==> src/sv/isc_pkg.sv <==
// Shared types, constants and helper functions for the IMU sample calibration core.
// No dependencies; the design modules and the bench files import this package.
package isc_pkg;

   localparam int NUM_LANES  = 6;
   localparam int QUOT_W     = 16;
   localparam int DIV_W      = 15;
   localparam int PROD_W     = 31;
   localparam int NUM_STAGES = 2 + QUOT_W + 1;

   localparam int CSR_ADDR_W = 6;
   localparam int CSR_DATA_W = 64;
   localparam int REG_IDX_W  = 3;

   localparam logic [REG_IDX_W-1:0] REG_MAG_CAL_EN   = 3'd0;
   localparam logic [REG_IDX_W-1:0] REG_ACCEL_CAL_EN = 3'd1;
   localparam logic [REG_IDX_W-1:0] REG_MAG_OFFSETS  = 3'd2;
   localparam logic [REG_IDX_W-1:0] REG_MAG_RANGES   = 3'd3;
   localparam logic [REG_IDX_W-1:0] REG_ACCEL_RANGES = 3'd4;

   typedef struct packed {
      logic        mag_cal_en;
      logic        accel_cal_en;
      logic [47:0] mag_offsets;
      logic [47:0] mag_ranges;
      logic [47:0] accel_ranges;
   } isc_cfg_type;

   typedef struct packed {
      logic [DIV_W-1:0]  rem;
      logic [QUOT_W-1:0] qd;
      logic [DIV_W-1:0]  div;
      logic              ovf;
      logic              neg;
   } isc_cell_type;

   function automatic logic [QUOT_W-1:0] sat_quot(logic [QUOT_W-1:0] q, logic ovf,
                                                  logic neg);
      logic [QUOT_W-1:0] res;
      if (!neg) begin
         res = (ovf || q[QUOT_W-1]) ? 16'h7FFF : q;
      end else begin
         res = (ovf || (q > 16'h8000)) ? 16'h8000 : (~q + 16'd1);
      end
      return res;
   endfunction

endpackage

==> src/sv/isc_div_cell.sv <==
// One restoring-division cell: retires one quotient bit per pass and hands the
// partial remainder and shifted dividend to its neighbor. Depends on isc_pkg.
module isc_div_cell (
   input  logic                  clock,
   input  logic                  en,
   input  isc_pkg::isc_cell_type cell_in,
   output isc_pkg::isc_cell_type cell_out
);
   import isc_pkg::*;

   isc_cell_type      cell_ff;
   isc_cell_type      cell_nxt_in;
   logic [DIV_W:0]    trial;
   logic [DIV_W:0]    diff;
   logic              take;

   always_comb begin
      trial       = {cell_in.rem, cell_in.qd[QUOT_W-1]};
      diff        = trial - {1'b0, cell_in.div};
      take        = trial >= {1'b0, cell_in.div};
      cell_nxt_in = cell_in;
      cell_nxt_in.rem = take ? diff[DIV_W-1:0] : trial[DIV_W-1:0];
      cell_nxt_in.qd  = {cell_in.qd[QUOT_W-2:0], take};
   end

   always_ff @(posedge clock) begin
      if (en) begin
         cell_ff <= cell_nxt_in;
      end
   end

   assign cell_out = cell_ff;
endmodule

==> config.mk <==
export PLATFORM = sky130hd
export DESIGN_NAME = isc_div_cell
export DESIGN_NICKNAME = d
export VERILOG_FILES = /design/src/sv/isc_pkg.sv /design/src/sv/isc_div_cell.sv
export SDC_FILE = /design/constraint.sdc
export NUM_CORES = 1
export LEC_CHECK = 0
export ABC_AREA = 1
export BUFFER_PORTS_ARGS = -buffer_cell sky130_fd_sc_hd__buf_2
export CELL_PAD_IN_SITES_DETAIL_PLACEMENT = 2
export CELL_PAD_IN_SITES_GLOBAL_PLACEMENT = 2
export CORE_MARGIN = 10
export CORE_UTILIZATION = 26
export DETAILED_ROUTE_END_ITERATION = 6
export GPL_TIMING_DRIVEN = 1
export PLACE_DENSITY = 0.72
export SLEW_MARGIN = 20
export SYNTH_ARGS = -nofsm -noshare
export SYNTH_HDL_FRONTEND = slang
export SYNTH_SLANG_ARGS = --single-unit
==> constraint.sdc <==
create_clock -name clock -period 2.05 [get_ports clock]
set_clock_uncertainty 0.15 [all_clocks]
set_input_delay 0.41 -clock clock [delete_from_list [all_inputs] [get_ports clock]]
set_output_delay 0.41 -clock clock [all_outputs]
set_load 0.1 [all_outputs]
After elaboration in Yosys (flattened, before gate mapping)
Index checks and enable logic that the tools add are counted.

Output and inout port bits: 48. Register bits after elaboration: 48. Bits of input ports: 50. Logic and storage cells: 8.

Add/subtract/negate cells: 1. $lt $le $gt $ge: 1. Mux-type cells: 1.

Operator list (number): $ge A16 B15 Y1 (1); $mux W15 (1); $sub A15 B15 Y15 (1).

Longest topological paths before layout
Depth after elaboration: 2. Gate-level depth with buffers: 13. Mapped depth without buffers: 13.

Worst setup path before layout
OpenSTA, ideal clock, no wires.

Path kind: input port to flip-flop. Start: in cell_in[32] (netlist name). End: reg cell_ff, in the netlist cell_out[46] (data pin). Stages on the path: 12. Data arrival time: 1.731 ns. Library setup time: 0.253 ns. Setup slack: -0.085 ns. Required time: 1.647 ns. Buffers on the path: 1. Cell sequence: inv_1 ha_1 fa_1 inv_1 nand2_1 nand2_1 nand3_2 nand3_2 nand2_4 buf_4 nand3_1 nand2_1.

RTL lines: from (decl) (RTL line isc_div_cell.sv:6) `input isc_pkg::isc_cell_type cell_in,`; to (signal assigned) (RTL line isc_div_cell.sv:28) `cell_ff <= cell_nxt_in;`; to (decl) (RTL line isc_div_cell.sv:11) `isc_cell_type cell_ff;`.

==> results.sh <==
export IMPL_grt_pass1_wl_mm=14.22
export IMPL_ys_ff_latch=48
export IMPL_firstDrtPassIters=4
export IMPL_worstHoldStart="cell_in[23]"
export IMPL_seqPwrFrac_pct=35.5
export IMPL_antenna_found_initial=0
export IMPL_yosysMostFrequentCell="nand2_1"
export IMPL_area_delta_synth_final_pct=43.55
export IMPL_worstSetupEndpointType="flop"
export IMPL_drive_gt1_share_pct=41.67
export IMPL_yosys_area_top_type="edfxtp_1"
export IMPL_hold_class="in2reg"
export IMPL_pwr_density_cell_nw_per_um2=881.3
export IMPL_pre_cts_ws_ns=-0.3440
export IMPL_finalPower_mw=3.446
export IMPL_cts_hold_buffers=0
export IMPL_synth_area_per_cell_um2=9.591
export IMPL_synth_distinct_cells=29
export IMPL_path_max_fanout=9
export IMPL_syn_cell_area_um2=2724
export IMPL_drt_iter0_markers=120
export IMPL_cts_buffer_depth=2
export IMPL_dieArea_um2=14970
export IMPL_wirelength_mm=9.179
export IMPL_yosysSeqAreaShare_pct=52.92
export IMPL_io_buffers=97
export IMPL_slowest_delay_ns=0.32
export IMPL_switchingPower_mw=1.444
export IMPL_cp_cell_sequence="buf_2 -> inv_1 -> ha_2 -> fa_2 -> inv_1 -> nand2_2 -> nand2_2 -> nand3_4 -> nand3_4 -> nand2_8 -> nand2_8 -> o21ai_0"
export IMPL_slew_violations=0
export IMPL_synthDominantCellAreaShare_pct=52.92
export IMPL_syn_num_nets=350
export IMPL_cts_buffers=5
export IMPL_synthCells=284
export IMPL_fin_crit_sh_pct=96.69
export IMPL_clock_fmax_mhz=504.5
export IMPL_crit_end="cell_out[34]$_DFFE_PP_"
export IMPL_vias_per_cell=4.363
export IMPL_setup_viol=0
export IMPL_pin_count=98
export IMPL_hold_violations=0
export IMPL_async_reset_ff_share_pct=0
export IMPL_fp_dieW_um=122.4
export IMPL_clk_pin_slew_worst_paths_ns=0.09
export IMPL_comb_power_share_pct=40.8
export IMPL_critPathLaunchType="input port"
export IMPL_grt_max_degree=49
export IMPL_p_sw_share_pct=41.91
export IMPL_hold_depth=1
export IMPL_grt_overflow=0
export IMPL_place_gp_congestion=0.8271
export IMPL_via_count=2478
export IMPL_start_util_pct=26.50
export IMPL_internal_power_mw=2.002
export IMPL_timing_hold_ws_ns=0.1218
export IMPL_place_inst=557
export IMPL_cpMaxStageDelayCell="fa_2"
export IMPL_layoutNonFillerInstCount=568
export IMPL_final_util_pct=38.04
export IMPL_grtUsageTotal_pct=11.82
export IMPL_row_count=37
export IMPL_nNetsFinal=498
export IMPL_synth_edf_count=48
export IMPL_cts_tree="done"
export IMPL_required_ns=1.96
export IMPL_worstMarginPinSlew_ns=0.5044
export IMPL_nFillCells=1182
export IMPL_max_cap_viol_count=0
export IMPL_synth_common_cells="nand2_1, edfxtp_1, inv_1, nand3_1, ha_1"
export IMPL_wl_per_cell_um=16.16
export IMPL_root_buffer="clkbuf_8"
export IMPL_dp_hpwl_mm=7.094
export IMPL_cts_htree_levels=2
export IMPL_grt_pass1_vias=2795
export IMPL_antenna_left=0
export IMPL_synth_ff_type="edfxtp_1"
export IMPL_clock_power_share_pct=23.7
export IMPL_synthTopCellsByArea="edfxtp_1, nand2_1, ha_1"
export IMPL_cp_startpoint="cell_in[32]"
export IMPL_antennaDiodeCount=0
export IMPL_clock_sinks=48
export IMPL_drc=0
export IMPL_largest_reg_flops=48
export IMPL_die_h_um=122.4
export IMPL_layout_min_cycle_time_ns=1.982
export IMPL_cp_arrival_ns=1.90
export IMPL_timing_final_ws_setup_ns=0.06788
export IMPL_critical_path_class="in2reg"
export IMPL_ys_warn_count=0
export IMPL_outcome="finished clean"
export IMPL_power_leakage_nw=1.982
export IMPL_irDropWorstVdd_uv=274.6
export IMPL_worst_slew_margin_rel_pct=66.61
export IMPL_core_um2=10280
-- worst min-delay path by stage --
stage                              to  slack, ns
2_1_floorplan   cell_out[0]$_DFFE_PP_       0.36
3_3_place_gp   cell_out[20]$_DFFE_PP_       0.44
3_5_place_dp    cell_out[1]$_DFFE_PP_       0.44
4_1_cts        cell_out[24]$_DFFE_PP_       0.12
5_1_grt         cell_out[1]$_DFFE_PP_       0.11
6_report       cell_out[24]$_DFFE_PP_       0.12
-- power groups by stage --
stage	logic [mW]	clock network [mW]	registers [mW]
final	1.41	0.817	1.22
after global routing	1.50	0.877	1.23
after CTS	1.40	0.852	1.23
after detailed placement	1.39	0	1.25
after global placement	1.36	0	1.24
after floorplan	0.312	0	1.96
-- cells in the final DEF, fill, tap and decap left out, drive strengths merged --
master | netlist | routed
ha | 15 | 15
xor2 | 4 | 4
or2 | 2 | 2
nand4 | 4 | 4
buf | 3 | 142
nand2 | 91 | 93
nor2 | 15 | 15
xnor2 | 1 | 1
fa | 1 | 1
nor3 | 1 | 1
and2 | 2 | 2
bufinv | 0 | 2
edfxtp | 48 | 48
a21oi | 6 | 6
clkbuf | 0 | 5
inv | 53 | 53
nand3b | 2 | 2
nand3 | 33 | 33
o21ai | 3 | 3
-- layer usage --
metal  vias up  GRT usage [%]  part of all wire (%)
li1       1217              -                     -
met5         -              0                     0
met4         0          3.093                   1.2
met1      1195          13.00                    40
met3         6          2.984                   5.6
met2        60          22.07                    53
-- repair_timing --
item	in CTS	in global routing
pin swaps	1	5
endpoints found under the hold margin	0	0
gates cloned	1	1
resized for setup	0	8
setup endpoints to repair	1	15
buffers inserted	0	2
-- area by class of cell --
class	instances	area [um2]	area share (%)
flip-flops and latches	48	1441	36.86
multi-input cells	182	1122	28.70
repair buffers	142	848.3	21.70
inverters	53	198.9	5.088
well taps	136	170.2	4.352
clock buffers	5	68.82	1.760
clock inverters	2	60.06	1.536
-- critical path, delay by kind of cell --
family                     cells  cell delay (ns)
adders and majority gates      2             0.52
AOI/OAI and AO/OA              1             0.09
buffers and inverters          3             0.20
and+or+nand+nor                6             0.68
-- metrics by stage --
step / area [um2] / TNS [ns]
2_1_floorplan: 2735 / 0
3_5_place_dp: 3701 / -4.631
3_3_place_gp: 3701 / -3.468
6_report: 3910 / 0
5_1_grt: 3910 / -0.03984
4_1_cts: 3841 / 0
-- logic make-up after synthesis --
logic type               synth area share [%]
AND/OR/NAND/NOR                         27.24
adder cells (fa/ha/maj)                 7.625
buffers and inverters                   8.544
flip-flops                              52.92
XOR/XNOR                                1.608
AO/OA/AOI/OAI                           2.067
Power figures use the tool's default switching activity.
