File: src/sv/isc_pkg.sv
// Shared types, constants and helper functions for the IMU sample calibration core.
// No dependencies; the design modules and the bench files import this package.
package isc_pkg;

   localparam int NUM_LANES  = 6;
   localparam int QUOT_W     = 16;
   localparam int DIV_W      = 15;
   localparam int PROD_W     = 31;
   localparam int NUM_STAGES = 2 + QUOT_W + 1;

   localparam int CSR_ADDR_W = 6;
   localparam int CSR_DATA_W = 64;
   localparam int REG_IDX_W  = 3;

   localparam logic [REG_IDX_W-1:0] REG_MAG_CAL_EN   = 3'd0;
   localparam logic [REG_IDX_W-1:0] REG_ACCEL_CAL_EN = 3'd1;
   localparam logic [REG_IDX_W-1:0] REG_MAG_OFFSETS  = 3'd2;
   localparam logic [REG_IDX_W-1:0] REG_MAG_RANGES   = 3'd3;
   localparam logic [REG_IDX_W-1:0] REG_ACCEL_RANGES = 3'd4;

   typedef struct packed {
      logic        mag_cal_en;
      logic        accel_cal_en;
      logic [47:0] mag_offsets;
      logic [47:0] mag_ranges;
      logic [47:0] accel_ranges;
   } isc_cfg_type;

   typedef struct packed {
      logic [DIV_W-1:0]  rem;
      logic [QUOT_W-1:0] qd;
      logic [DIV_W-1:0]  div;
      logic              ovf;
      logic              neg;
   } isc_cell_type;

   function automatic logic [QUOT_W-1:0] sat_quot(logic [QUOT_W-1:0] q, logic ovf,
                                                  logic neg);
      logic [QUOT_W-1:0] res;
      if (!neg) begin
         res = (ovf || q[QUOT_W-1]) ? 16'h7FFF : q;
      end else begin
         res = (ovf || (q > 16'h8000)) ? 16'h8000 : (~q + 16'd1);
      end
      return res;
   endfunction

endpackage

File: src/sv/isc_lane_front.sv
// Front end of one calibration lane: offset and range clamping, magnitude, and the
// full-scale multiply, in two register stages. Depends on isc_pkg.
module isc_lane_front (
   input  logic                              clock,
   input  logic                              en_a,
   input  logic                              en_b,
   input  logic signed [15:0]                raw,
   input  logic signed [15:0]                offset,
   input  logic signed [15:0]                range,
   input  logic [isc_pkg::DIV_W-1:0]         full_scale,
   input  logic                              cal_en,
   input  logic                              invert,
   output isc_pkg::isc_cell_type             cell_out
);
   import isc_pkg::*;

   logic signed [16:0] fs_s;
   logic signed [16:0] off_ext;
   logic signed [16:0] off_cl;
   logic signed [17:0] val;
   logic signed [17:0] val_abs;
   logic [DIV_W-1:0]   rng_cl;
   logic [DIV_W-1:0]   mult;
   logic [PROD_W-1:0]  prod;

   logic [QUOT_W-1:0]  mag_a_ff, mag_a_in;
   logic [DIV_W-1:0]   rng_a_ff, rng_a_in;
   logic               neg_a_ff, neg_a_in;
   logic               cal_a_ff, cal_a_in;
   logic [PROD_W-1:0]  prod_b_ff, prod_b_in;
   logic [DIV_W-1:0]   rng_b_ff, rng_b_in;
   logic               neg_b_ff, neg_b_in;

   always_comb begin
      fs_s    = signed'({2'b00, full_scale});
      off_ext = {offset[15], offset};
      if (off_ext > fs_s) begin
         off_cl = fs_s;
      end else if (off_ext < -fs_s) begin
         off_cl = -fs_s;
      end else begin
         off_cl = off_ext;
      end
      if (cal_en) begin
         val = {{2{raw[15]}}, raw} - {off_cl[16], off_cl};
      end else begin
         val = {{2{raw[15]}}, raw};
      end
      val_abs = val[17] ? -val : val;
      if (range[15] || (range == 16'sd0)) begin
         rng_cl = 15'd1;
      end else if (range[14:0] > full_scale) begin
         rng_cl = full_scale;
      end else begin
         rng_cl = range[14:0];
      end
      mag_a_in = val_abs[15:0];
      rng_a_in = cal_en ? rng_cl : 15'd1;
      neg_a_in = val[17] ^ invert;
      cal_a_in = cal_en;
   end

   always_comb begin
      mult      = cal_a_ff ? full_scale : 15'd1;
      prod      = {15'd0, mag_a_ff} * {16'd0, mult};
      prod_b_in = prod;
      rng_b_in  = rng_a_ff;
      neg_b_in  = neg_a_ff;
   end

   always_ff @(posedge clock) begin
      if (en_a) begin
         mag_a_ff <= mag_a_in;
         rng_a_ff <= rng_a_in;
         neg_a_ff <= neg_a_in;
         cal_a_ff <= cal_a_in;
      end
      if (en_b) begin
         prod_b_ff <= prod_b_in;
         rng_b_ff  <= rng_b_in;
         neg_b_ff  <= neg_b_in;
      end
   end

   always_comb begin
      cell_out.rem = prod_b_ff[PROD_W-1:QUOT_W];
      cell_out.qd  = prod_b_ff[QUOT_W-1:0];
      cell_out.div = rng_b_ff;
      cell_out.ovf = prod_b_ff[PROD_W-1:QUOT_W] >= rng_b_ff;
      cell_out.neg = neg_b_ff;
   end
endmodule

File: config.mk
export PLATFORM = sky130hd
export DESIGN_NAME = isc_lane_front
export DESIGN_NICKNAME = d
export VERILOG_FILES = /design/src/sv/isc_pkg.sv /design/src/sv/isc_lane_front.sv
export SDC_FILE = /design/constraint.sdc
export NUM_CORES = 1
export LEC_CHECK = 0
export CAP_MARGIN = 30
export CORE_MARGIN = 3
export CORE_UTILIZATION = 60
export CTS_BUF_LIST = sky130_fd_sc_hd__clkbuf_8
export DETAILED_ROUTE_END_ITERATION = 10
export DONT_BUFFER_PORTS = 1
export PLACE_DENSITY = 0.82
export SLEW_MARGIN = 40
export SYNTH_ARGS = -nofsm -noshare
export SYNTH_HDL_FRONTEND = slang
export SYNTH_SLANG_ARGS = --single-unit
export TNS_END_PERCENT = 50
File: constraint.sdc
create_clock -name clock -period 12.6 [get_ports clock]
set_clock_uncertainty 0.15 [all_clocks]
set_input_delay 1.26 -clock clock [delete_from_list [all_inputs] [get_ports clock]]
set_output_delay 1.26 -clock clock [all_outputs]
set_load 0.05 [all_outputs]
Word level (Yosys, flattened, before mapping)
Index checks and enable logic that the tools add are counted.

cells by class
  $add $sub $neg = 3
  $lt $le $gt $ge = 4
  eq/ne operators = 0
  mux-type cells = 6
  multipliers = 1
  reduce and logical (&&, ||, !) cells = 3
  shifts and indexed selects = 0
  divide/modulo/power cells = 0
  bitwise gates (word level) = 2

operators with widths
  cell                                                     count
  17-bit 2-to-1 mux                                        2
  16-bit by 15-bit multiplier with 31-bit output           1
  15-bit 2-to-1 mux                                        2
  18-bit 2-to-1 mux                                        1
  16-bit by 17-bit subtractor with 18-bit output           1
  16-bit by 17-bit less-than comparator with 1-bit output  1
  15-bit negator with 17-bit output                        1
  16-bit > comparator                                      1
  16-bit zero test                                         1
  16-bit 2-to-1 mux                                        1
  16-bit negator                                           1
  15-bit >= comparator                                     1
  15-bit > comparator                                      1
  2-bit OR reduction                                       1
  1-bit logical OR                                         1
  1-bit NOT                                                1
  1-bit XOR                                                1

word-level totals
  bits in latches = 0
  bits of input ports = 68
  bits in read-only memories = 0
  bits in writable memories = 0
  register bits after elaboration = 80
  memories = 0

Depth between registers and ports, before layout
Gate-level depths: netlist (run 1).

  word-level depth = 8
  depth in mapped cells = 29
  mapped depth without buffers = 26

Worst setup path before layout (run 1)
OpenSTA, ideal clock, no wires.

  kind = input to register
  start point = in full_scale[1] (netlist name)
  end point = reg mag_a_ff[14], data pin
  arrival time = 8.281 ns
  slack = 3.891 ns
  cell stages on the path = 29
  data required time = 12.172 ns
  library setup time = 0.278 ns
  cell sequence = buf_6 > inv_1 > ha_1 > or3b_4 > or3_4 > or3_4 > or3_4 > or3_1 > buf_2 > or3_4 > xnor2_1 > ha_1 > a2111o_1 > a211oi_1 > a211oi_1 > clkbuf_1 > mux2_2 > a22oi_1 > ha_1 > o21a_1 > o31a_1 > a2bb2oi_1 > a221oi_1 > o2111ai_1 > o21ai_0 > a211oi_1 > clkbuf_1 > a31oi_1 > xnor2_1

between the ends
  cells in the longest elaborated chain, start to end = 8
  elaborated cells between the ends (all ways) = 9

RTL lines
  item                                                     line                                        source
  start, declared                                          isc_lane_front.sv:10                        input logic [isc_pkg::DIV_W-1:0] full_scale,
  15-bit negator with 17-bit output                        isc_lane_front.sv:39, isc_lane_front.sv:40
  16-bit by 17-bit less-than comparator with 1-bit output  isc_lane_front.sv:39                        end else if (off_ext < -fs_s) begin
  17-bit 2-to-1 mux                                        isc_lane_front.sv:39
  17-bit 2-to-1 mux (*)                                    isc_lane_front.sv:37                        if (off_ext > fs_s) begin
  16-bit by 17-bit subtractor with 18-bit output (*)       isc_lane_front.sv:45                        val = {{2{raw[15]}}, raw} - {off_cl[16], off_cl};
  18-bit 2-to-1 mux (*)                                    isc_lane_front.sv:44                        if (cal_en) begin
  16-bit negator                                           isc_lane_front.sv:49                        val_abs = val[17] ? -val : val;
  16-bit 2-to-1 mux (*)                                    isc_lane_front.sv:49
  named net val_abs[14]                                    isc_lane_front.sv:21                        logic signed [17:0] val_abs;
  end signal, assigned                                     isc_lane_front.sv:73                        mag_a_ff <= mag_a_in;
  end, declared                                            isc_lane_front.sv:26                        logic [QUOT_W-1:0] mag_a_ff, mag_a_in;

The timed path passes the listed nets; every way through them passes the cells marked *.
A chain may end at the register's enable or synchronous reset.

Worst setup path after layout (run 1)
  start point = in full_scale[0] (netlist name)
  end point = reg mag_a_ff[4], data pin

The elaborated chain is that of the path after synthesis.

==> run_results.csv, run 1 <==
group,metric,value,unit
global_route,grt_antenna_before_repair,0,
global_route,grt_max_degree,114,
cells_and_area,multi_input_area,10470,sq um
route,drcViolationCount,0,
logic_synthesis,synthArstFlopShare,0,
clocking,root_buffer,"clkbuf_8",
cells_and_area,final_nets,1852,
pwr,power.leakage,7.113,nW
setup_path,required,12.56,ns
route,drt_iter0_markers,1063,
global_route,grt_pass1_wl,58340,um
placed_design,hpwl,27630,um
pwr,peakVddDrop,0.0003985,V
logic_synthesis,synth_seq_cells,80,
floorplanning,die_w,158.8,um
route,dr.pass1.iters,6,
pwr,totalPowerFinal,0.004236,W
run,cap_violations,0,
placed_design,portBuffers,0,
timing,tightest_slew,0.8194,ns
cells_and_area,instances_no_fill,1746,
timing,fin_crit,8.863,ns
clocking,path_clk_slew,0.09,ns
logic_synthesis,syn_area_per_cell,9.372,sq um
floorplanning,die_area,25210,sq um
route,routed_wl,35490,um
timing,finalSetupTns,0,ns
setup_path,critPathArrivalTime,8.83,ns
cells_and_area,seq_area,2402,sq um
setup_path,cp-start-kind,"primary input",
setup_path,worstRegToRegCells,22,
setup_path,cpMaxStageDelayCell,"a211oi_4",
timing,min_period_over_period,0.7034,
setup_path,cp-end-kind,"flip-flop",
clocking,h-tree-depth,3,
route,vias,10950,
timing,finalSetupViolCount,0,
floorplanning,boundaryPins,116,
clocking,ctsLongestPathBuffers,2,
route,vias_per_cell,6.273,
clocking,cts_tree,"built",
timing,maxSlewViolCount,0,
clocking,insertion_delay,0.38,ns
clocking,cts_resized,0,
floorplanning,initial_core_util,0.6147,
global_route,track_usage,0.2857,
global_route,overflow,0,
timing,rsz0062_at_grt,"false",
global_route,first_global_vias,11290,
cells_and_area,drive_gt1_frac,0.03140,
setup_path,cpMostUsedCell,"or3_4",
floorplanning,coreArea,22780,sq um
worst_hold_path,hold_depth,0,
logic_synthesis,syn_nets,1918,
clocking,cts_made_buffers,9,
placed_design,post-place-cells,1730,
placed_design,gp_congestion,0.9344,
cells_and_area,syn2layout_area_growth,2.538,%
outcome,outcome,"finished clean",
global_route,use_met2,0.4669,
logic_synthesis,synth.cell_area,14000,sq um
clocking,cts_sinks,80,
clocking,cts_hold_buffers,0,
logic_synthesis,synth_ff_type,"edfxtp_1",
worst_hold_path,worstHoldPathType,"reg2reg",
logic_synthesis,netlist_instances,1494,
global_route,use_met1,0.3828,
logic_synthesis,yosysSeqAreaShare,0.1716,
setup_path,path_max_fanout,31,
logic_synthesis,yosysTopAreaCell,"fa_1",
floorplanning,die_y,158.8,um
route,antenna_left,0,
clocking,cts_setup_buffers,0,
logic_synthesis,ys_types,66,
setup_path,critPathKind,"in2reg",
setup_path,slowest_delay,0.71,ns
logic_synthesis,synth_edf_count,80,
global_route,use_met3,0.06679,
logic_synthesis,netlist.area_leader.share,0.2588,
pwr,powerDensity,295.1,nW/um^2
cells_and_area,diodes,0,
timing,relSlewSlack,0.4537,
floorplanning,rows,55,
logic_synthesis,yosysWarnings,0,
timing,fmax,0.1128,GHz
placed_design,pre_cts_slack,3.438,ns
logic_synthesis,synth.area.top_cells,"fa_1 26%, edfxtp_1 17%, ha_1 16%, inv_1 5.9%, and3_1 4.3%",
timing,setup_ws,3.737,ns
global_route,grt.busiest_layer,"met2",
timing,hold_viol,0,
route,wl_per_cell,20.33,um
cells_and_area,fill_cells,1812,
## worst paths after layout
path / from / endpoint / slack [ns]
setup / recovery: full_scale[0] / mag_a_ff[4] / 3.74
hold / removal: rng_a_ff[6] / rng_b_ff[6] / 0.28
setup reg to reg: cal_a_ff / prod_b_ff[29] / 5.02
hold reg to reg: rng_a_ff[6] / rng_b_ff[6] / 0.28
## where the power goes
group	leakage [nW]	internal (W)	switching, W
logic	6.21	0.00131	0.00191
clock network	0.119	0.000116	0.000106
registers	0.784	0.000515	0.000275
## logic make-up after synthesis
logic type                 Yosys count  share of synthesized area
and+or+nand+nor                    431                     0.1608
AOI/OAI and AO/OA                  243                     0.1152
muxes                               22                    0.01599
DFF                                 80                     0.1716
buffers and inverters              301                    0.08319
adders and majority gates          356                     0.4152
xor gates and xnor gates            61                    0.03816
## cell usage after synthesis (all sizes together) (4+ instances only)
library cell and instances:
xnor2 48, nor3 12, nor2 28, and3 97
nand4 6, clkbuf 71, a21o 31, buf 10
xor2 13, fa 181, a211oi 7, nor2b 12
a31oi 11, a21boi 17, o21a 16, or3 15
nor4 5, mux2i 19, o21bai 4, inv 219
a211o 4, o211ai 5, nand3 40, nand2b 9
o2111ai 4, ha 175, nand2 161, o21ai 57
a22o 11, a21oi 46, o31ai 6, edfxtp 80
and2 27, and4 6, or2 4
## sequential cells by signal, indices dropped and copies added, names as in the netlist
name       count
rng_a_ff      15
neg_a_ff       1
neg_b_ff       1
cal_a_ff       1
prod_b_ff     31
rng_b_ff      15
mag_a_ff      16
## cell type report
| class | count | area share |
|---|---|---|
| clock buffer | 9 | 0.008627 |
| clock inverter | 7 | 0.007930 |
| inverter | 220 | 0.05752 |
| multi-input combinational | 1113 | 0.7290 |
| sequential | 80 | 0.1673 |
| tap | 313 | 0.02728 |
| timing repair buffer | 4 | 0.002353 |
## routing by layer
metal | wire, um | part of all wire
met4 | 1061 | 0.030
met1 | 14070 | 0.40
met3 | 3880 | 0.11
met5 | 0 | 0
met2 | 16470 | 0.46
## layout by cell type (no fill, tap or decap), types with 5 or more instances in the layout
master    count
inv_1       219
fa_1        181
ha_1        175
nand2_1     161
and3_1       97
edfxtp_1     80
o21ai_0      55
xnor2_1      48
a21oi_1      46
nand3_1      40
a21o_1       31
nor2_1       28
and2_1       27
mux2i_1      19
a21boi_0     17
o21a_1       16
xor2_1       13
nor2b_1      12
nor3_1       11
a31oi_1      11
a22o_1       11
nand2b_1      9
clkbuf_8      9
or3_4         8
or3_1         7
and4_1        6
o31ai_1       6
nand4_1       6
a211oi_1      5
o211ai_1      5
nor4_1        5
## worst max-delay path, delay by kind of cell
kind	cells	cell delay (ns)
AOI/OAI and AO/OA	12	3.42
xor gates and xnor gates	2	0.35
adders and majority gates	3	0.76
buffers and inverters	2	0.36
muxes	1	0.30
and+or+nand+nor	6	2.33
## stage by stage
step | hold slack [ns] | utilization | area [sq um]
final | 0.2760 | 0.6303 | 14360
after global routing | 0.2873 | 0.6303 | 14360
after CTS | 0.2759 | 0.6300 | 14350
after detailed placement | 0.2572 | 0.6196 | 14110
after global placement | 0.2528 | 0.6191 | 14100
after floorplan | 0.2503 | - | 14000
Power figures use the tool's default switching activity.
==> inputs of run 2 (changes only) <==
Clock period 12.6 ns to 8.9 ns, I/O delays scaled along.
==> run 2 against run 1 <==
Against the previous run:
- sequential share of layout area down 0.055 points
- clock power up 41%
- register-to-register slack worse by 3.7 ns
- final cell count up 0.46%
- wire length up 1.6%
- power up 41%
- sequential power up 42%
- count of clock-buffer cells in the layout unchanged
- highest routed layer unchanged
- non-clock buffer count up 8
- combinational power up 42%
==> run_results.csv, run 2 (same netlist as run 1, synthesis figures left out) <==
group,metric,value,unit
outcome,outcome,"finished clean",
timing,min_period_over_period,0.9248,
route,dr.pass1.iters,7,
setup_path,cp-start-kind,"primary input",
placed_design,hpwl,28320,um
route,met3WireLength,3653,um
timing,rsz0062_at_grt,"false",
timing,fin_crit,8.231,ns
clocking,cts_sinks,80,
setup_path,crit_family,"simple AND/OR/NAND/NOR gates",
floorplanning,boundaryPins,116,
global_route,grt_antenna_before_repair,0,
clocking,cts_hold_buffers,0,
route,wl_per_cell,20.57,um
cells_and_area,final_nets,1860,
timing,holdWs,0.2670,ns
floorplanning,die_w,158.8,um
global_route,grt_pass1_wl,59390,um
cells_and_area,syn2layout_area_growth,2.878,%
timing,finalSetupTns,0,ns
timing,maxSlewViolCount,0,
timing,relSlewSlack,0.4668,
setup_path,critPathKind,"in2reg",
setup_path,cpMaxStageDelayCell,"a221oi_1",
route,met1Wirelength,14800,um
route,vias,10830,
cells_and_area,final_util,0.6324,
floorplanning,die_y,158.8,um
worst_hold_path,worstHoldPathType,"reg2reg",
timing,tightest_slew,0.7998,ns
setup_path,critPathArrivalTime,8.19,ns
setup_path,rr_startpoint,"cal_a_ff",
cells_and_area,drive_gt1_frac,0.03678,
floorplanning,die_area,25210,sq um
clocking,cts_tree,"built",
route,antenna_left,0,
route,drcViolationCount,0,
worst_hold_path,min-delay-start,"rng_a_ff[12]",
timing,hold_viol,0,
floorplanning,coreArea,22780,sq um
setup_path,critPathBufInv,2,
pwr,clkPwrFrac,0.052,
pwr,power.leakage,7.148,nW
global_route,grt_max_degree,56,
clocking,ctsLongestPathBuffers,2,
cells_and_area,final_cell_mix,"219 x inv_1, 181 x fa_1, 175 x ha_1",
route,routed.top_layer,"met4",
setup_path,cp-end-kind,"flip-flop",
cells_and_area,largest_reg_flops,31,
setup_path,slowest_delay,0.49,ns
cells_and_area,reg_top3,"prod_b_ff x31, mag_a_ff x16",
clocking,h-tree-depth,3,
pwr,peakVddDrop,0.0005267,V
clocking,path_clk_slew,0.09,ns
setup_path,cp.depth,26,
run,cap_violations,0,
clocking,root_buffer,"clkbuf_8",
pwr,combPwrFrac,0.761,
pwr,p_sw_frac,0.5396,
worst_hold_path,min_delay_worst_endpoint,"rng_b_ff[12]",
global_route,first_global_vias,11310,
route,vias_per_cell,6.174,
global_route,overflow,0,
cells_and_area,diodes,0,
setup_path,cpMostUsedCell,"or3_4",
pwr,pwr-share-seq,0.187,
floorplanning,rows,55,
setup_path,worstRegToRegCells,23,
setup_path,r2r-end,"prod_b_ff[29]",
pwr,powerDensity,415.6,nW/um^2
pwr,p_int,0.002756,W
timing,finalSetupViolCount,0,
placed_design,portBuffers,0,
clocking,cts_resized,0,
clocking,cts_setup_buffers,0,
cells_and_area,largest_register,"prod_b_ff",
setup_path,path_max_fanout,19,
route,drt_iter0_markers,907,
route,wl_met2,16770,um
setup_path,ff2ff_setup_slack,1.36,ns
setup_path,required,8.86,ns
cells_and_area,final_common_cell,"inv_1",
pwr,p_sw,0.003230,W
placed_design,gp_congestion,0.9444,
route,routed_wl,36070,um
clocking,cts_made_buffers,9,
floorplanning,initial_core_util,0.6147,
clocking,insertion_delay,0.38,ns
worst_hold_path,hold_depth,0,
global_route,track_usage,0.2915,
timing,fmax,0.1215,GHz
## run 2: cell count changes in the layout (fill, tap and decap cells not counted)
cell / delta
and2_1: -4
clkinv_8: -1
a2111oi_1: -1
and2_0: +4
inv_6: +3
buf_4: +9
clkinv_4: -2
a2111oi_0: +1
buf_6: -1
## run 2: worst max-delay path by stage
| stage | start | to | slack [ns] |
|---|---|---|---|
| 6_report | full_scale[1] | mag_a_ff[11] | 0.67 |
| 5_1_grt | full_scale[1] | mag_a_ff[14] | 0.18 |
| 4_1_cts | full_scale[0] | mag_a_ff[11] | 0.68 |
| 3_5_place_dp | full_scale[0] | mag_a_ff[11] | 0.31 |
| 3_3_place_gp | full_scale[0] | mag_a_ff[11] | 0.45 |
| 2_1_floorplan | full_scale[1] | mag_a_ff[14] | 0.56 |
## run 2: through the flow
stage / setup WS (ns) / instances / area, sq um / power (W)
6_report: 0.6689 / 1754 / 14410 / 0.005986
5_1_grt: 0.1754 / 1754 / 14410 / 0.006611
4_1_cts: 0.6819 / 1754 / 14410 / 0.005960
3_5_place_dp: 0.3091 / 1738 / 14170 / 0.005609
3_3_place_gp: 0.4508 / 1738 / 14160 / 0.005465
2_1_floorplan: 0.5608 / 1494 / 14000 / 0.004411
## run 2: metal layers
| layer | global-route usage | vias to the layer above |
|---|---|---|
| met4 | 0.07640 | 0 |
| li1 | - | 4910 |
| met2 | 0.4737 | 493 |
| met1 | 0.3906 | 5356 |
| met3 | 0.07748 | 71 |
| met5 | 0 | - |
## run 2: area by class of cell
class,count,area [sq um]
Timing Repair Buffer,12,90.09
Clock inverter,7,106.4
Tap cell,313,391.6
Fill cell,1838,8373
Multi-Input combinational cell,1113,10470
Clock buffer,9,123.9
Sequential cell,80,2402
Inverter,220,825.8
## run 2: power by group through the flow
stage	Sequential, W	Clock (W)	Combinational, W
after floorplan	0.00102	0	0.00340
after global placement	0.00112	0	0.00435
after detailed placement	0.00112	0	0.00449
after CTS	0.00111	0.000319	0.00453
after global routing	0.00112	0.000337	0.00515
final	0.00112	0.000314	0.00456
