**config.mk**
```make
export PLATFORM = sky130hd
export DESIGN_NAME = isc_csr
export DESIGN_NICKNAME = d
export VERILOG_FILES = /design/src/sv/isc_pkg.sv /design/src/sv/isc_csr.sv
export SDC_FILE = /design/constraint.sdc
export NUM_CORES = 1
export LEC_CHECK = 0
export ABC_AREA = 1
export BUFFER_PORTS_ARGS = -buffer_cell sky130_fd_sc_hd__buf_2
export CORE_MARGIN = 2
export CORE_UTILIZATION = 45
export CTS_BUF_LIST = sky130_fd_sc_hd__clkbuf_2 sky130_fd_sc_hd__clkbuf_4 sky130_fd_sc_hd__clkbuf_8
export DETAILED_ROUTE_END_ITERATION = 10
export GPL_ROUTABILITY_DRIVEN = 0
export HOLD_SLACK_MARGIN = 0.02
export PLACE_DENSITY = 0.8
export SYNTH_ARGS = -nofsm -noshare
export SYNTH_HDL_FRONTEND = slang
export SYNTH_SLANG_ARGS = --single-unit
```
**constraint.sdc**
```tcl
create_clock -name clock -period 2.15 [get_ports clock]
set_input_delay 0.43 -clock clock [delete_from_list [all_inputs] [get_ports clock]]
set_output_delay 0.43 -clock clock [all_outputs]
set_load 0.1 [all_outputs]
```
**src/sv/isc_pkg.sv**
```systemverilog
// Shared types, constants and helper functions for the IMU sample calibration core.
// No dependencies; the design modules and the bench files import this package.
package isc_pkg;

   localparam int NUM_LANES  = 6;
   localparam int QUOT_W     = 16;
   localparam int DIV_W      = 15;
   localparam int PROD_W     = 31;
   localparam int NUM_STAGES = 2 + QUOT_W + 1;

   localparam int CSR_ADDR_W = 6;
   localparam int CSR_DATA_W = 64;
   localparam int REG_IDX_W  = 3;

   localparam logic [REG_IDX_W-1:0] REG_MAG_CAL_EN   = 3'd0;
   localparam logic [REG_IDX_W-1:0] REG_ACCEL_CAL_EN = 3'd1;
   localparam logic [REG_IDX_W-1:0] REG_MAG_OFFSETS  = 3'd2;
   localparam logic [REG_IDX_W-1:0] REG_MAG_RANGES   = 3'd3;
   localparam logic [REG_IDX_W-1:0] REG_ACCEL_RANGES = 3'd4;

   typedef struct packed {
      logic        mag_cal_en;
      logic        accel_cal_en;
      logic [47:0] mag_offsets;
      logic [47:0] mag_ranges;
      logic [47:0] accel_ranges;
   } isc_cfg_type;

   typedef struct packed {
      logic [DIV_W-1:0]  rem;
      logic [QUOT_W-1:0] qd;
      logic [DIV_W-1:0]  div;
      logic              ovf;
      logic              neg;
   } isc_cell_type;

   function automatic logic [QUOT_W-1:0] sat_quot(logic [QUOT_W-1:0] q, logic ovf,
                                                  logic neg);
      logic [QUOT_W-1:0] res;
      if (!neg) begin
         res = (ovf || q[QUOT_W-1]) ? 16'h7FFF : q;
      end else begin
         res = (ovf || (q > 16'h8000)) ? 16'h8000 : (~q + 16'd1);
      end
      return res;
   endfunction

endpackage

```
**src/sv/isc_csr.sv**
```systemverilog
// APB-style register file holding the calibration enables, offsets and ranges.
// Depends on isc_pkg.
module isc_csr (
   input  logic                            clock,
   input  logic                            reset,
   input  logic                            psel,
   input  logic                            penable,
   input  logic                            pwrite,
   input  logic [isc_pkg::CSR_ADDR_W-1:0]  paddr,
   input  logic [isc_pkg::CSR_DATA_W-1:0]  pwdata,
   output logic [isc_pkg::CSR_DATA_W-1:0]  prdata,
   output logic                            pready,
   output isc_pkg::isc_cfg_type            cfg
);
   import isc_pkg::*;

   isc_cfg_type           cfg_ff;
   isc_cfg_type           cfg_in;
   logic [REG_IDX_W-1:0]  reg_idx;
   logic                  wr_en;

   assign reg_idx = paddr[CSR_ADDR_W-1:CSR_ADDR_W-REG_IDX_W];
   assign wr_en   = psel && penable && pwrite;
   assign pready  = 1'b1;
   assign cfg     = cfg_ff;

   always_comb begin
      cfg_in = cfg_ff;
      if (wr_en) begin
         case (reg_idx)
            REG_MAG_CAL_EN:   cfg_in.mag_cal_en   = pwdata[0];
            REG_ACCEL_CAL_EN: cfg_in.accel_cal_en = pwdata[0];
            REG_MAG_OFFSETS:  cfg_in.mag_offsets  = pwdata[47:0];
            REG_MAG_RANGES:   cfg_in.mag_ranges   = pwdata[47:0];
            REG_ACCEL_RANGES: cfg_in.accel_ranges = pwdata[47:0];
            default:          cfg_in = cfg_ff;
         endcase
      end
   end

   always_comb begin
      case (reg_idx)
         REG_MAG_CAL_EN:   prdata = {63'd0, cfg_ff.mag_cal_en};
         REG_ACCEL_CAL_EN: prdata = {63'd0, cfg_ff.accel_cal_en};
         REG_MAG_OFFSETS:  prdata = {16'd0, cfg_ff.mag_offsets};
         REG_MAG_RANGES:   prdata = {16'd0, cfg_ff.mag_ranges};
         REG_ACCEL_RANGES: prdata = {16'd0, cfg_ff.accel_ranges};
         default:          prdata = '0;
      endcase
   end

   always_ff @(posedge clock) begin
      if (reset) begin
         cfg_ff <= '0;
      end else begin
         cfg_ff <= cfg_in;
      end
   end
endmodule

```
Word level (Yosys, flattened, before mapping)
Cells that the tools add are included.
- register bits: 146
- bits in writable memories: 0
- output and inout port bits: 211
- word-level logic and storage cells: 18
- latch bits: 0
- bits of input ports: 75
- memories kept: 0
- bits in read-only memories: 0
- shift operators: 0
- multiplexer cells: 1
- add/subtract/negate cells: 0
- divide/modulo/power cells: 0
- bitwise operators: 0
- equal/unequal tests: 4
- order comparisons: 0
- multiply operators: 0
- reductions and logical operators: 8
- operators by type and width (cell ; number):
    $pmux W48 S5 ; 1
    $reduce_and A2 Y1 ; 5
    $eq A3 B2 Y1 const B ; 2
    $eq A3 B1 Y1 const B ; 1
    $eq A3 B3 Y1 const B ; 1
    $logic_not A3 Y1 ; 1
    $logic_and A1 B1 Y1 ; 2

Logic depth before layout (Yosys ltp)
Gate-level depths: netlist of the first run.
- depth after elaboration: 3
- mapped depth: 9
- depth with buffers taken out: 7

Worst setup path before layout of the first run
No wires, ideal clock.
- kind: in2out
- start: input port paddr[4] in the netlist's numbering
- end: output port prdata[10] in the netlist's numbering
- setup slack: -0.259 ns
- stages on the path: 7
- data arrival time: 1.979 ns
- path through: buf_2 > nand3_1 > inv_1 > buf_2 > buf_2 > nand2_1 > nand3_1
- word-level cells in the longest chain between the ends: 2
- ends and longest elaborated chain (what ; RTL line ; RTL):
    from (decl) ; isc_csr.sv:9 ; input logic [isc_pkg::CSR_ADDR_W-1:0] paddr,
    $eq A3 B3 Y1, or another cell as far along ; isc_csr.sv:42 ; case (reg_idx)
    $pmux W48 S5 (*) ; isc_csr.sv:42 ;
    to (decl) ; isc_csr.sv:11 ; output logic [isc_pkg::CSR_DATA_W-1:0] prdata,
Mark *: on every way between the ends. The rest lies on a longest branch, timed or not.

Worst setup path in the final report of the first run
- start: input port paddr[5] in the netlist's numbering
- end: output port prdata[2] in the netlist's numbering
The elaborated chain is that of the path after synthesis.

==> results of run 1 <==
==> kinds of logic (layout without fill, tap and decap cells) <==
group,after synthesis,count (layout),share of synthesized area
simple gates,795,795,0.4643
flops,146,146,0.4265
buf+inv,145,355,0.1066
other cells,2,17,0.001096
compound gates,2,2,0.001461
==> layout make-up <==
| cell class | instances | area (sq um) | share of cell area |
|---|---|---|---|
| Clock buffer | 21 | 289.0 | 0.03043 |
| Multi-Input combinational cell | 814 | 3523 | 0.3710 |
| Tap cell | 188 | 235.2 | 0.02477 |
| Clock inverter | 10 | 60.06 | 0.006324 |
| Sequential cell | 146 | 2929 | 0.3084 |
| Inverter | 56 | 212.7 | 0.02240 |
| Timing Repair Buffer | 268 | 2247 | 0.2366 |
==> layer usage <==
layer,up-vias,track usage,wire length (um)
li1,3712,-,-
met1,3402,0.2979,8212
met2,294,0.4143,9742
met3,34,0.04774,1356
met4,0,0.09696,434
met5,-,0,0
==> worst max path at each step <==
stage | slack, ns | cells past startpoint | endpoint
finish | 0.12 | 8 | prdata[2]
global route | 0.01 | 8 | prdata[44]
CTS | 0.13 | 8 | prdata[2]
detailed placement | 0.14 | 8 | prdata[2]
global placement | 0.16 | 8 | prdata[18]
floorplan | 0.05 | 8 | prdata[10]
==> worst max-delay path: cells and delay by family <==
kind	cells	cell delay, ns
simple gates	3	0.37
buf+inv	5	0.78
==> cell usage after synthesis, drive strengths merged <==
cell,instances,area (sq um)
nor2,300,1136
clkbuf,21,78.83
dfxtp,146,2923
buf,68,441.7
nor3,1,5.000
conb,2,7.510
nand3,149,745.7
inv,56,210.2
a21oi,2,10.01
nand2,345,1295
==> per-stage QoR <==
stage	setup slack (ns)	cell area (sq um)
after floorplan	0.05149	7153
after global placement	0.1605	9148
after detailed placement	0.1387	9148
after CTS	0.1333	9497
after global routing	0.01105	9497
final	0.1232	9497
==> cells in the final DEF, fill, tap and decap left out, drive strengths merged <==
cell,count
a21oi,2
nor2,300
nand3,149
clkinvlp,4
dfxtp,146
nor3,1
buf,268
conb,17
clkbuf,21
inv,55
nand2,345
clkinv,7
==> where the power goes <==
group / switching (W) / leakage, nW / internal [W]
sequential: 0.0000282 / 1.18 / 0.00274
clock: 0.00101 / 0.175 / 0.000900
combinational: 0.000714 / 3.56 / 0.000189
==> results.json, run 1 <==
{
  "power.density_cell_area_nw_per_um2": 587.2,
  "final.fill_count": 1344,
  "worst_setup_path_end_kind": "primary output",
  "post_synth_inst_count": 1090,
  "postCtsHoldBufs": 0,
  "slew_violations": 0,
  "placed_cells": 1472,
  "synthToLayoutAreaGrowth_pct": 38.58,
  "dp_hpwl_um": 13430,
  "first_global_vias": 6686,
  "vias": 7442,
  "grt_util_all_layers": 0.2415,
  "r2r-start": "cfg[144]",
  "routed_wirelength_um": 19750,
  "cts.sinks": 146,
  "detail_route.wl_per_cell_um": 13.14,
  "globalRoute.totalOverflow": 0,
  "detail_route.vias_per_cell": 4.951,
  "critical_path.slowest_cell": "sky130_fd_sc_hd__buf_4",
  "grt_pass1_wl_um": 31870,
  "critPathRequiredTime_ns": 1.72,
  "synth_sequential_area_ratio": 0.4265,
  "largest_register_ff_count": 146,
  "design.core.area_sq_um": 15030,
  "fin_hold_ws_ns": 0.3129,
  "max_freq_mhz": 493.4,
  "cts_root_buffer": "sky130_fd_sc_hd__clkbuf_8",
  "timing.critical_path.cells": "buf_2, inv_2, nand3_1, clkinv_1, buf_4, nand2_1, nand3_2, buf_12",
  "cts_made_buffers": 17,
  "drt_drc_violations_left": 0,
  "count_of_routing_violations_after_the_opening_detailed_route_iteration": 586,
  "initial_utilization": 0.4558,
  "unrepaired_setup_endpoints_after_global_routing": "no",
  "quantity_of_i_o_buffers_inserted_on_ports": 249,
  "worst_setup_start_kind": "primary input",
  "synth_cell_type_count": 15,
  "setup_total_negative_slack_ns": 0,
  "worst_hold_path.num_cells": 5,
  "timing.critical_path.fanout_max": 20,
  "syn_area_per_cell_sq_um": 6.287,
  "dieWidth_um": 127.4,
  "critical_path_class": "in2out",
  "finalCritPeriodShare": 0.9427,
  "hold_path.startpoint": "pwdata[30]",
  "final_core_utilization": 0.6317,
  "die-height_um": 127.4,
  "worst_pin_slew_ns": 0.7330,
  "worst_slew_margin_rel": 0.5114,
  "slowest_delay_ns": 0.28,
  "worstHoldPathType": "in2reg",
  "hold_viol": 0,
  "setup_slack_on_the_worst_flop_to_flop_path_ns": 1.52,
  "post-layout-total-power_w": 0.005576,
  "tritoncts": "built",
  "r2r_cells": 2,
  "grt_start_max_net_pins": 147,
  "antenna_found_initial": 0,
  "min_delay_endpoint": "cfg[78]",
  "critPathArrivalTime_ns": 1.60,
  "finClkSkew_ns": 0,
  "final_period_minus_worst_setup_slack_ns": 2.027,
  "worstReg2RegEnd": "cfg[144]",
  "antenna_left": 0,
  "top_level_pins": 286,
  "final_layout_size_suffix_gt1_frac": 0.2753,
  "cts_buffer_depth": 2,
  "cap_violations": 0,
  "die_area_sq_um": 16230,
  "outcome": "finished clean",
  "rows": 45,
  "yosys_warnings": 0,
  "htree_num_levels": 4,
  "syn-cell-area_sq_um": 6853,
  "post_cts_sizing_count": 0,
  "n_antenna_cell": 0,
  "clk_pin_slew_ns": 0.08,
  "power_leakage_nw": 4.914,
  "setup_fix_bufs_post_cts": 0,
  "num-nets-final": 1378,
  "number_of_register_bits_inferred_by_synthesis": 146,
  "timing.final.setup_violations": 0,
  "timing.critical_path.from": "paddr[5]",
  "number_of_detailed_route_iterations_in_the_first_pass": 5,
  "post_layout_nonfiller_instances": 1503,
  "clock_latency_ns": 0.43,
  "max-vdd-ir-drop_mv": 0.4166
}
No activity file was read; power rests on OpenSTA's default activity.
==> run 2, diff against run 1 <==
--- a/config.mk
+++ b/config.mk
@@ -5,7 +5,6 @@
 export SDC_FILE = /design/constraint.sdc
 export NUM_CORES = 1
 export LEC_CHECK = 0
-export ABC_AREA = 1
 export BUFFER_PORTS_ARGS = -buffer_cell sky130_fd_sc_hd__buf_2
 export CORE_MARGIN = 2
 export CORE_UTILIZATION = 45
@@ -13,7 +12,7 @@
 export DETAILED_ROUTE_END_ITERATION = 10
 export GPL_ROUTABILITY_DRIVEN = 0
 export HOLD_SLACK_MARGIN = 0.02
-export PLACE_DENSITY = 0.8
+export PLACE_DENSITY = 0.79
 export SYNTH_ARGS = -nofsm -noshare
 export SYNTH_HDL_FRONTEND = slang
 export SYNTH_SLANG_ARGS = --single-unit
==> run 2 against run 1 <==
Against the previous run:
- maximum frequency barely moved
- synthesized area is 2.9% higher
- synthesized cell count fell by 34%
- core utilization rose by 4.3 points
- critical endpoint is now prdata[39]
- critical path type unchanged
- register-to-register slack got worse by 0.05 ns
- sequential power is essentially flat
==> results.json, run 2 <==
{
  "p_switching_w": 0.001560,
  "worst_setup_path_end_kind": "primary output",
  "dieWidth_um": 129.2,
  "design.core.area_sq_um": 15260,
  "top_level_pins": 286,
  "globalRoute.totalOverflow": 0,
  "count_of_routing_violations_after_the_opening_detailed_route_iteration": 186,
  "hold_viol": 0,
  "critical_path.slowest_cell": "sky130_fd_sc_hd__buf_4",
  "initial_utilization": 0.4621,
  "yosysTopAreaCellShare": 0.4146,
  "largest_register_ff_count": 146,
  "netlist_top_cells_area": "sky130_fd_sc_hd__dfxtp_1 41%, sky130_fd_sc_hd__mux2i_1 28%, sky130_fd_sc_hd__nand2b_1 17%, sky130_fd_sc_hd__o21ai_0 3.4%, sky130_fd_sc_hd__nand2_1 2.6%",
  "synth_edf_count": 0,
  "die-height_um": 129.2,
  "number_of_register_bits_inferred_by_synthesis": 146,
  "pre_cts_slack_ns": 0.08888,
  "first_global_vias": 5902,
  "layout_setup_ws_ns": 0.1219,
  "number_of_detailed_route_iterations_in_the_first_pass": 4,
  "finalCritPeriodShare": 0.9433,
  "grt_pass1_wl_um": 30490,
  "grt_start_max_net_pins": 101,
  "post_synth_inst_count": 719,
  "worst_pin_slew_ns": 0.5195,
  "htree_num_levels": 4,
  "timing.final.setup_violations": 0,
  "tritoncts": "built",
  "cap_violations": 0,
  "power.sequential.fraction": 0.450,
  "grt_util_met3": 0.07556,
  "setup_total_negative_slack_ns": 0,
  "outcome": "finished clean",
  "clock_latency_ns": 0.44,
  "cts_buffer_depth": 2,
  "cts_root_buffer": "sky130_fd_sc_hd__clkbuf_8",
  "unrepaired_setup_endpoints_after_global_routing": "no",
  "grt.met1_usage": 0.2682,
  "rows": 45,
  "pwr-share-comb": 0.121,
  "worstHoldPathType": "in2reg",
  "detail_route.vias_per_cell": 4.978,
  "detail_route.wl_per_cell_um": 16.24,
  "critPathArrivalTime_ns": 1.60,
  "ys_dominant_reg_cell": "sky130_fd_sc_hd__dfxtp_1",
  "final_layout_size_suffix_gt1_frac": 0.4699,
  "ys_top_cells_by_count": "196 x sky130_fd_sc_hd__nand2b_1, 195 x sky130_fd_sc_hd__mux2i_1, 146 x sky130_fd_sc_hd__dfxtp_1",
  "antenna_left": 0,
  "yosysTopAreaCell": "sky130_fd_sc_hd__dfxtp_1",
  "quantity_of_i_o_buffers_inserted_on_ports": 249,
  "timing.critical_path.fanout_max": 22,
  "synth_sequential_area_ratio": 0.4146,
  "max_freq_mhz": 493.1,
  "cts.sinks": 146,
  "power.density_cell_area_nw_per_um2": 591.0,
  "antenna_found_initial": 2,
  "slew_violations": 0,
  "clock_power_share": 0.428,
  "max-vdd-ir-drop_mv": 0.4307,
  "power_leakage_nw": 4.930,
  "ys_async_sr_fraction": 0,
  "yosys_warnings": 0,
  "worst_setup_start_kind": "primary input",
  "timing.critical_path.cells": "buf_2, nor3b_2, buf_4, nand2_1, o21ai_4, buf_12",
  "p_sw_frac": 0.2565,
  "routed_wirelength_um": 19050,
  "placed_cells": 1141,
  "syn-cell-area_sq_um": 7051,
  "synthToLayoutAreaGrowth_pct": 45.95,
  "syn_area_per_cell_sq_um": 9.806,
  "final_cell_mix": "199 x sky130_fd_sc_hd__buf_2, 195 x sky130_fd_sc_hd__mux2i_1, 195 x sky130_fd_sc_hd__nand2b_1",
  "slowest_delay_ns": 0.32,
  "synth_cell_type_count": 20,
  "vias": 5839,
  "post_layout_nonfiller_instances": 1173,
  "yosysMostFrequentCell": "sky130_fd_sc_hd__nand2b_1",
  "power_report.internal_total_w": 0.004522,
  "worst_slew_margin_rel": 0.6561,
  "critPathRequiredTime_ns": 1.72,
  "grt_util_all_layers": 0.2311,
  "dp_hpwl_um": 13550,
  "finClkSkew_ns": 0,
  "drt_drc_violations_left": 0,
  "final_period_minus_worst_setup_slack_ns": 2.028,
  "n_antenna_cell": 0,
  "clk_pin_slew_ns": 0.08,
  "critical_path_class": "in2out",
  "die_area_sq_um": 16680,
  "global_route.peak_usage_layer": "met2",
  "num-nets-final": 1024,
  "cts_made_buffers": 17,
  "leading_cell_type_in_the_layout_fill_and_taps_excluded": "sky130_fd_sc_hd__buf_2",
  "gr-usage-met2": 0.3904
}
[run 2: power by group through the flow]
stage               sequential [W]  combinational (W)  clock, W
floorplan                  0.00295           0.000461         0
global placement           0.00280           0.000734         0
detailed placement         0.00280           0.000738         0
CTS                        0.00274           0.000740   0.00265
global route               0.00274           0.000774   0.00276
finish                     0.00274           0.000738   0.00260
[run 2: metrics by stage]
stage | utilization | power [W] | cell area (sq um) | hold WS (ns)
after floorplan | - | 0.003406 | 7795 | 0.6208
after global placement | 0.6421 | 0.003536 | 9798 | 0.4607
after detailed placement | 0.6421 | 0.003541 | 9798 | 0.4669
after CTS | 0.6741 | 0.006131 | 10290 | 0.2629
after global routing | 0.6744 | 0.006280 | 10290 | 0.2734
final | 0.6744 | 0.006082 | 10290 | 0.2910
[run 2: critical path, delay by kind of cell]
family          cells  cell delay (ns)
compound gates      1             0.09
simple gates        2             0.38
buf+inv             3             0.69
[run 2: per-layer routing]
metal,share of wire,vias to the layer above,wire [um]
met2,0.49,205,9310
met5,0.0014,-,27
met3,0.071,42,1355
li1,-,2824,-
met1,0.41,2764,7806
met4,0.029,4,553
[run 2: path summary, 6_finish.rpt]
path	slack, ns	end	from	cells past startpoint
min	0.29	cfg[64]	pwdata[16]	3
min reg2reg	0.48	cfg[87]	cfg[87]	2
max reg2reg	1.47	cfg[25]	cfg[25]	2
max	0.12	prdata[39]	paddr[4]	6
[run 2: area by class of cell]
type / count / area, sq um
fillers: 1193 / 4969
multi-input cells: 516 / 4312
flip-flops and latches: 146 / 3045
repair buffers: 268 / 2181
clock buffers: 22 / 284.0
well taps: 211 / 264.0
clock inverters: 10 / 203.9
[run 2: timing repair]
item | CTS | global route
hold buffers | 0 | 0
setup endpoints to repair | 0 | 6
setup buffers | 0 | 0
gates resized for setup | 0 | 1
[run 2: cell families (layout without fill, tap and decap cells)]
logic type      after synthesis  count (layout)  share of synthesized area
flops                       146             146                     0.4146
buf+inv                      72             300                    0.05963
other cells                   2              17                   0.001065
simple gates                254             254                     0.2119
compound gates               50              50                    0.03603
mux                         195             195                     0.2768
==> run 3, diff against run 2 <==
==> config.mk (replaced) <==
export PLATFORM = sky130hd
export DESIGN_NAME = isc_csr
export DESIGN_NICKNAME = d
export VERILOG_FILES = /design/src/sv/isc_pkg.sv /design/src/sv/isc_csr.sv
export SDC_FILE = /design/constraint.sdc
export NUM_CORES = 1
export LEC_CHECK = 0
export CORE_MARGIN = 2
export CORE_UTILIZATION = 50
export CTS_BUF_LIST = sky130_fd_sc_hd__clkbuf_2 sky130_fd_sc_hd__clkbuf_4 sky130_fd_sc_hd__clkbuf_8
export DETAILED_ROUTE_END_ITERATION = 10
export DONT_BUFFER_PORTS = 1
export GPL_ROUTABILITY_DRIVEN = 0
export HOLD_SLACK_MARGIN = 0.02
export PLACE_DENSITY = 0.69
export SYNTH_ARGS = -nofsm -noshare
export SYNTH_HDL_FRONTEND = slang
export SYNTH_SLANG_ARGS = --single-unit
==> run 3 against run 2 <==
Against the previous run:
- flip-flop and latch count stayed put
- global-route usage is 2.6 points higher
- final area is 1.3% lower
- clock skew stayed put
- sequential power hardly changed
- maximum frequency is 5.3% higher
- setup slack better by 0.10 ns
- worst hold slack worse by 0.12 ns
- total power is 8.4% lower
- combinational power is 16% lower
- sequential share of layout area is 0.39 points higher
- final cell count is 8.1% lower
==> results.json, run 3 (same netlist as run 2, synthesis figures left out) <==
{
  "outcome": "finished clean",
  "dp_hpwl_um": 13840,
  "final_layout_size_suffix_gt1_frac": 0.4321,
  "max_freq_mhz": 519.3,
  "critPathTopFamily": "buffers and inverters",
  "detail_route.vias_per_cell": 5.204,
  "cts_root_buffer": "sky130_fd_sc_hd__clkbuf_8",
  "n_antenna_cell": 0,
  "largest_register_ff_count": 146,
  "cts_buffer_depth": 2,
  "detail_route.wl_per_cell_um": 18.43,
  "post-layout-total-power_w": 0.005574,
  "grt_start_max_net_pins": 195,
  "final_period_minus_worst_setup_slack_ns": 1.926,
  "worst_pin_slew_ns": 0.7078,
  "die_area_sq_um": 15070,
  "critical_path_class": "in2out",
  "critical_path.slowest_cell": "sky130_fd_sc_hd__buf_4",
  "cts.sinks": 146,
  "dieWidth_um": 122.7,
  "count_of_routing_violations_after_the_opening_detailed_route_iteration": 238,
  "worst_slew_margin_rel": 0.5264,
  "worst_hold_path.num_cells": 2,
  "design.core.area_sq_um": 13830,
  "timing.critical_path.fanout_max": 56,
  "antenna_found_initial": 0,
  "globalRoute.totalOverflow": 0,
  "postCtsHoldBufs": 0,
  "rows": 43,
  "vias": 5610,
  "power.density_cell_area_nw_per_um2": 548.7,
  "num-nets-final": 960,
  "routed_wirelength_um": 19860,
  "clk_pin_slew_ns": 0.08,
  "slowest_delay_ns": 0.32,
  "worst-path-buf-inv": 2,
  "htree_num_levels": 4,
  "critPathRequiredTime_ns": 1.72,
  "cts_made_buffers": 17,
  "max-vdd-ir-drop_mv": 0.3812,
  "post_cts_sizing_count": 0,
  "quantity_of_i_o_buffers_inserted_on_ports": 0,
  "drt_drc_violations_left": 0,
  "synthToLayoutAreaGrowth_pct": 44.06,
  "hold_viol": 0,
  "worstSetupPathDepth": 5,
  "final_cell_mix": "195 x sky130_fd_sc_hd__mux2i_1, 195 x sky130_fd_sc_hd__nand2b_1, 154 x sky130_fd_sc_hd__buf_4",
  "setup_fix_bufs_post_cts": 0,
  "clock_latency_ns": 0.43,
  "cap_violations": 0,
  "worstHoldPathType": "in2reg",
  "unrepaired_setup_endpoints_after_global_routing": "no",
  "timing.final.setup_violations": 0,
  "finClkSkew_ns": 0,
  "number_of_detailed_route_iterations_in_the_first_pass": 4,
  "die-height_um": 122.7,
  "critPathArrivalTime_ns": 1.50,
  "top_level_pins": 286,
  "finalCritPeriodShare": 0.8956,
  "setup_total_negative_slack_ns": 0,
  "r2r_cells": 3,
  "grt_pass1_wl_um": 29700,
  "power_leakage_nw": 4.602,
  "antenna_left": 0,
  "initial_utilization": 0.5099,
  "tritoncts": "built",
  "first_global_vias": 5868,
  "grt_util_all_layers": 0.2572,
  "timing.critical_path.cells": "nor3b_2, buf_4, nand2_1, o21ai_4, buf_12",
  "pre_cts_slack_ns": 0.2362,
  "worst_setup_start_kind": "primary input",
  "worst_setup_path_end_kind": "primary output",
  "slew_violations": 0,
  "layout_setup_ws_ns": 0.2244
}
## run 3: cell types whose count changed in the layout (fill, tap and decap cells not counted)
| cell | before | now |
|---|---|---|
| sky130_fd_sc_hd__buf_12 | 53 | 50 |
| sky130_fd_sc_hd__buf_2 | 199 | 0 |
| sky130_fd_sc_hd__buf_4 | 15 | 154 |
| sky130_fd_sc_hd__buf_6 | 1 | 0 |
| sky130_fd_sc_hd__bufinv_16 | 6 | 2 |
| sky130_fd_sc_hd__clkbuf_4 | 3 | 0 |
| sky130_fd_sc_hd__clkbuf_8 | 19 | 23 |
| sky130_fd_sc_hd__clkinv_2 | 3 | 5 |
| sky130_fd_sc_hd__clkinvlp_4 | 0 | 1 |
## run 3: path summary, 6_finish.rpt
kind | startpoint | end | slack [ns]
worst min register to register | cfg[104] | cfg[104] | 0.74
worst min-delay path | reset | cfg[91] | 0.17
worst max-delay path | paddr[3] | prdata[36] | 0.22
worst max register to register | cfg[38] | cfg[38] | 1.17
## run 3: layout make-up
cell class	instances	area (sq um)
Clock inverter	9	101.3
Fill cell	968	3670
Sequential cell	146	3045
Timing Repair Buffer	204	2157
Clock buffer	23	316.6
Multi-Input combinational cell	516	4312
Tap cell	180	225.2
## run 3: per-layer routing
metal | wire (um) | part of all wire | GRT usage | vias to the layer above
met5 | 0 | 0 | 0 | -
met4 | 471 | 0.024 | 0.1114 | 0
met3 | 1855 | 0.093 | 0.1022 | 29
met2 | 10110 | 0.51 | 0.4475 | 180
met1 | 7423 | 0.37 | 0.2744 | 2700
li1 | - | - | - | 2701
## run 3: per-stage QoR
step / cells / hold WS [ns] / instance area [sq um] / util
5_1_grt: 1078 / 0.1501 / 10160 / 0.7346
2_1_floorplan: 734 / 0.6208 / 7795 / -
6_report: 1078 / 0.1675 / 10160 / 0.7346
3_5_place_dp: 1046 / 0.6210 / 9739 / 0.7044
4_1_cts: 1078 / 0.1388 / 10160 / 0.7346
3_3_place_gp: 1046 / 0.6127 / 9739 / 0.7044
## run 3: where the power goes
group          total (W)  switching [W]  internal (W)  leakage [nW]
sequential       0.00273      0.0000104       0.00272          1.23
combinational   0.000619       0.000453      0.000167          3.16
clock            0.00222        0.00101       0.00121         0.217
## run 3: worst register-to-register path, cell delays in order, from the launching register on
cell                       delay [ns]
sky130_fd_sc_hd__dfxtp_1         0.34
sky130_fd_sc_hd__buf_4           0.30
sky130_fd_sc_hd__nand2b_1        0.11
sky130_fd_sc_hd__mux2i_1         0.16
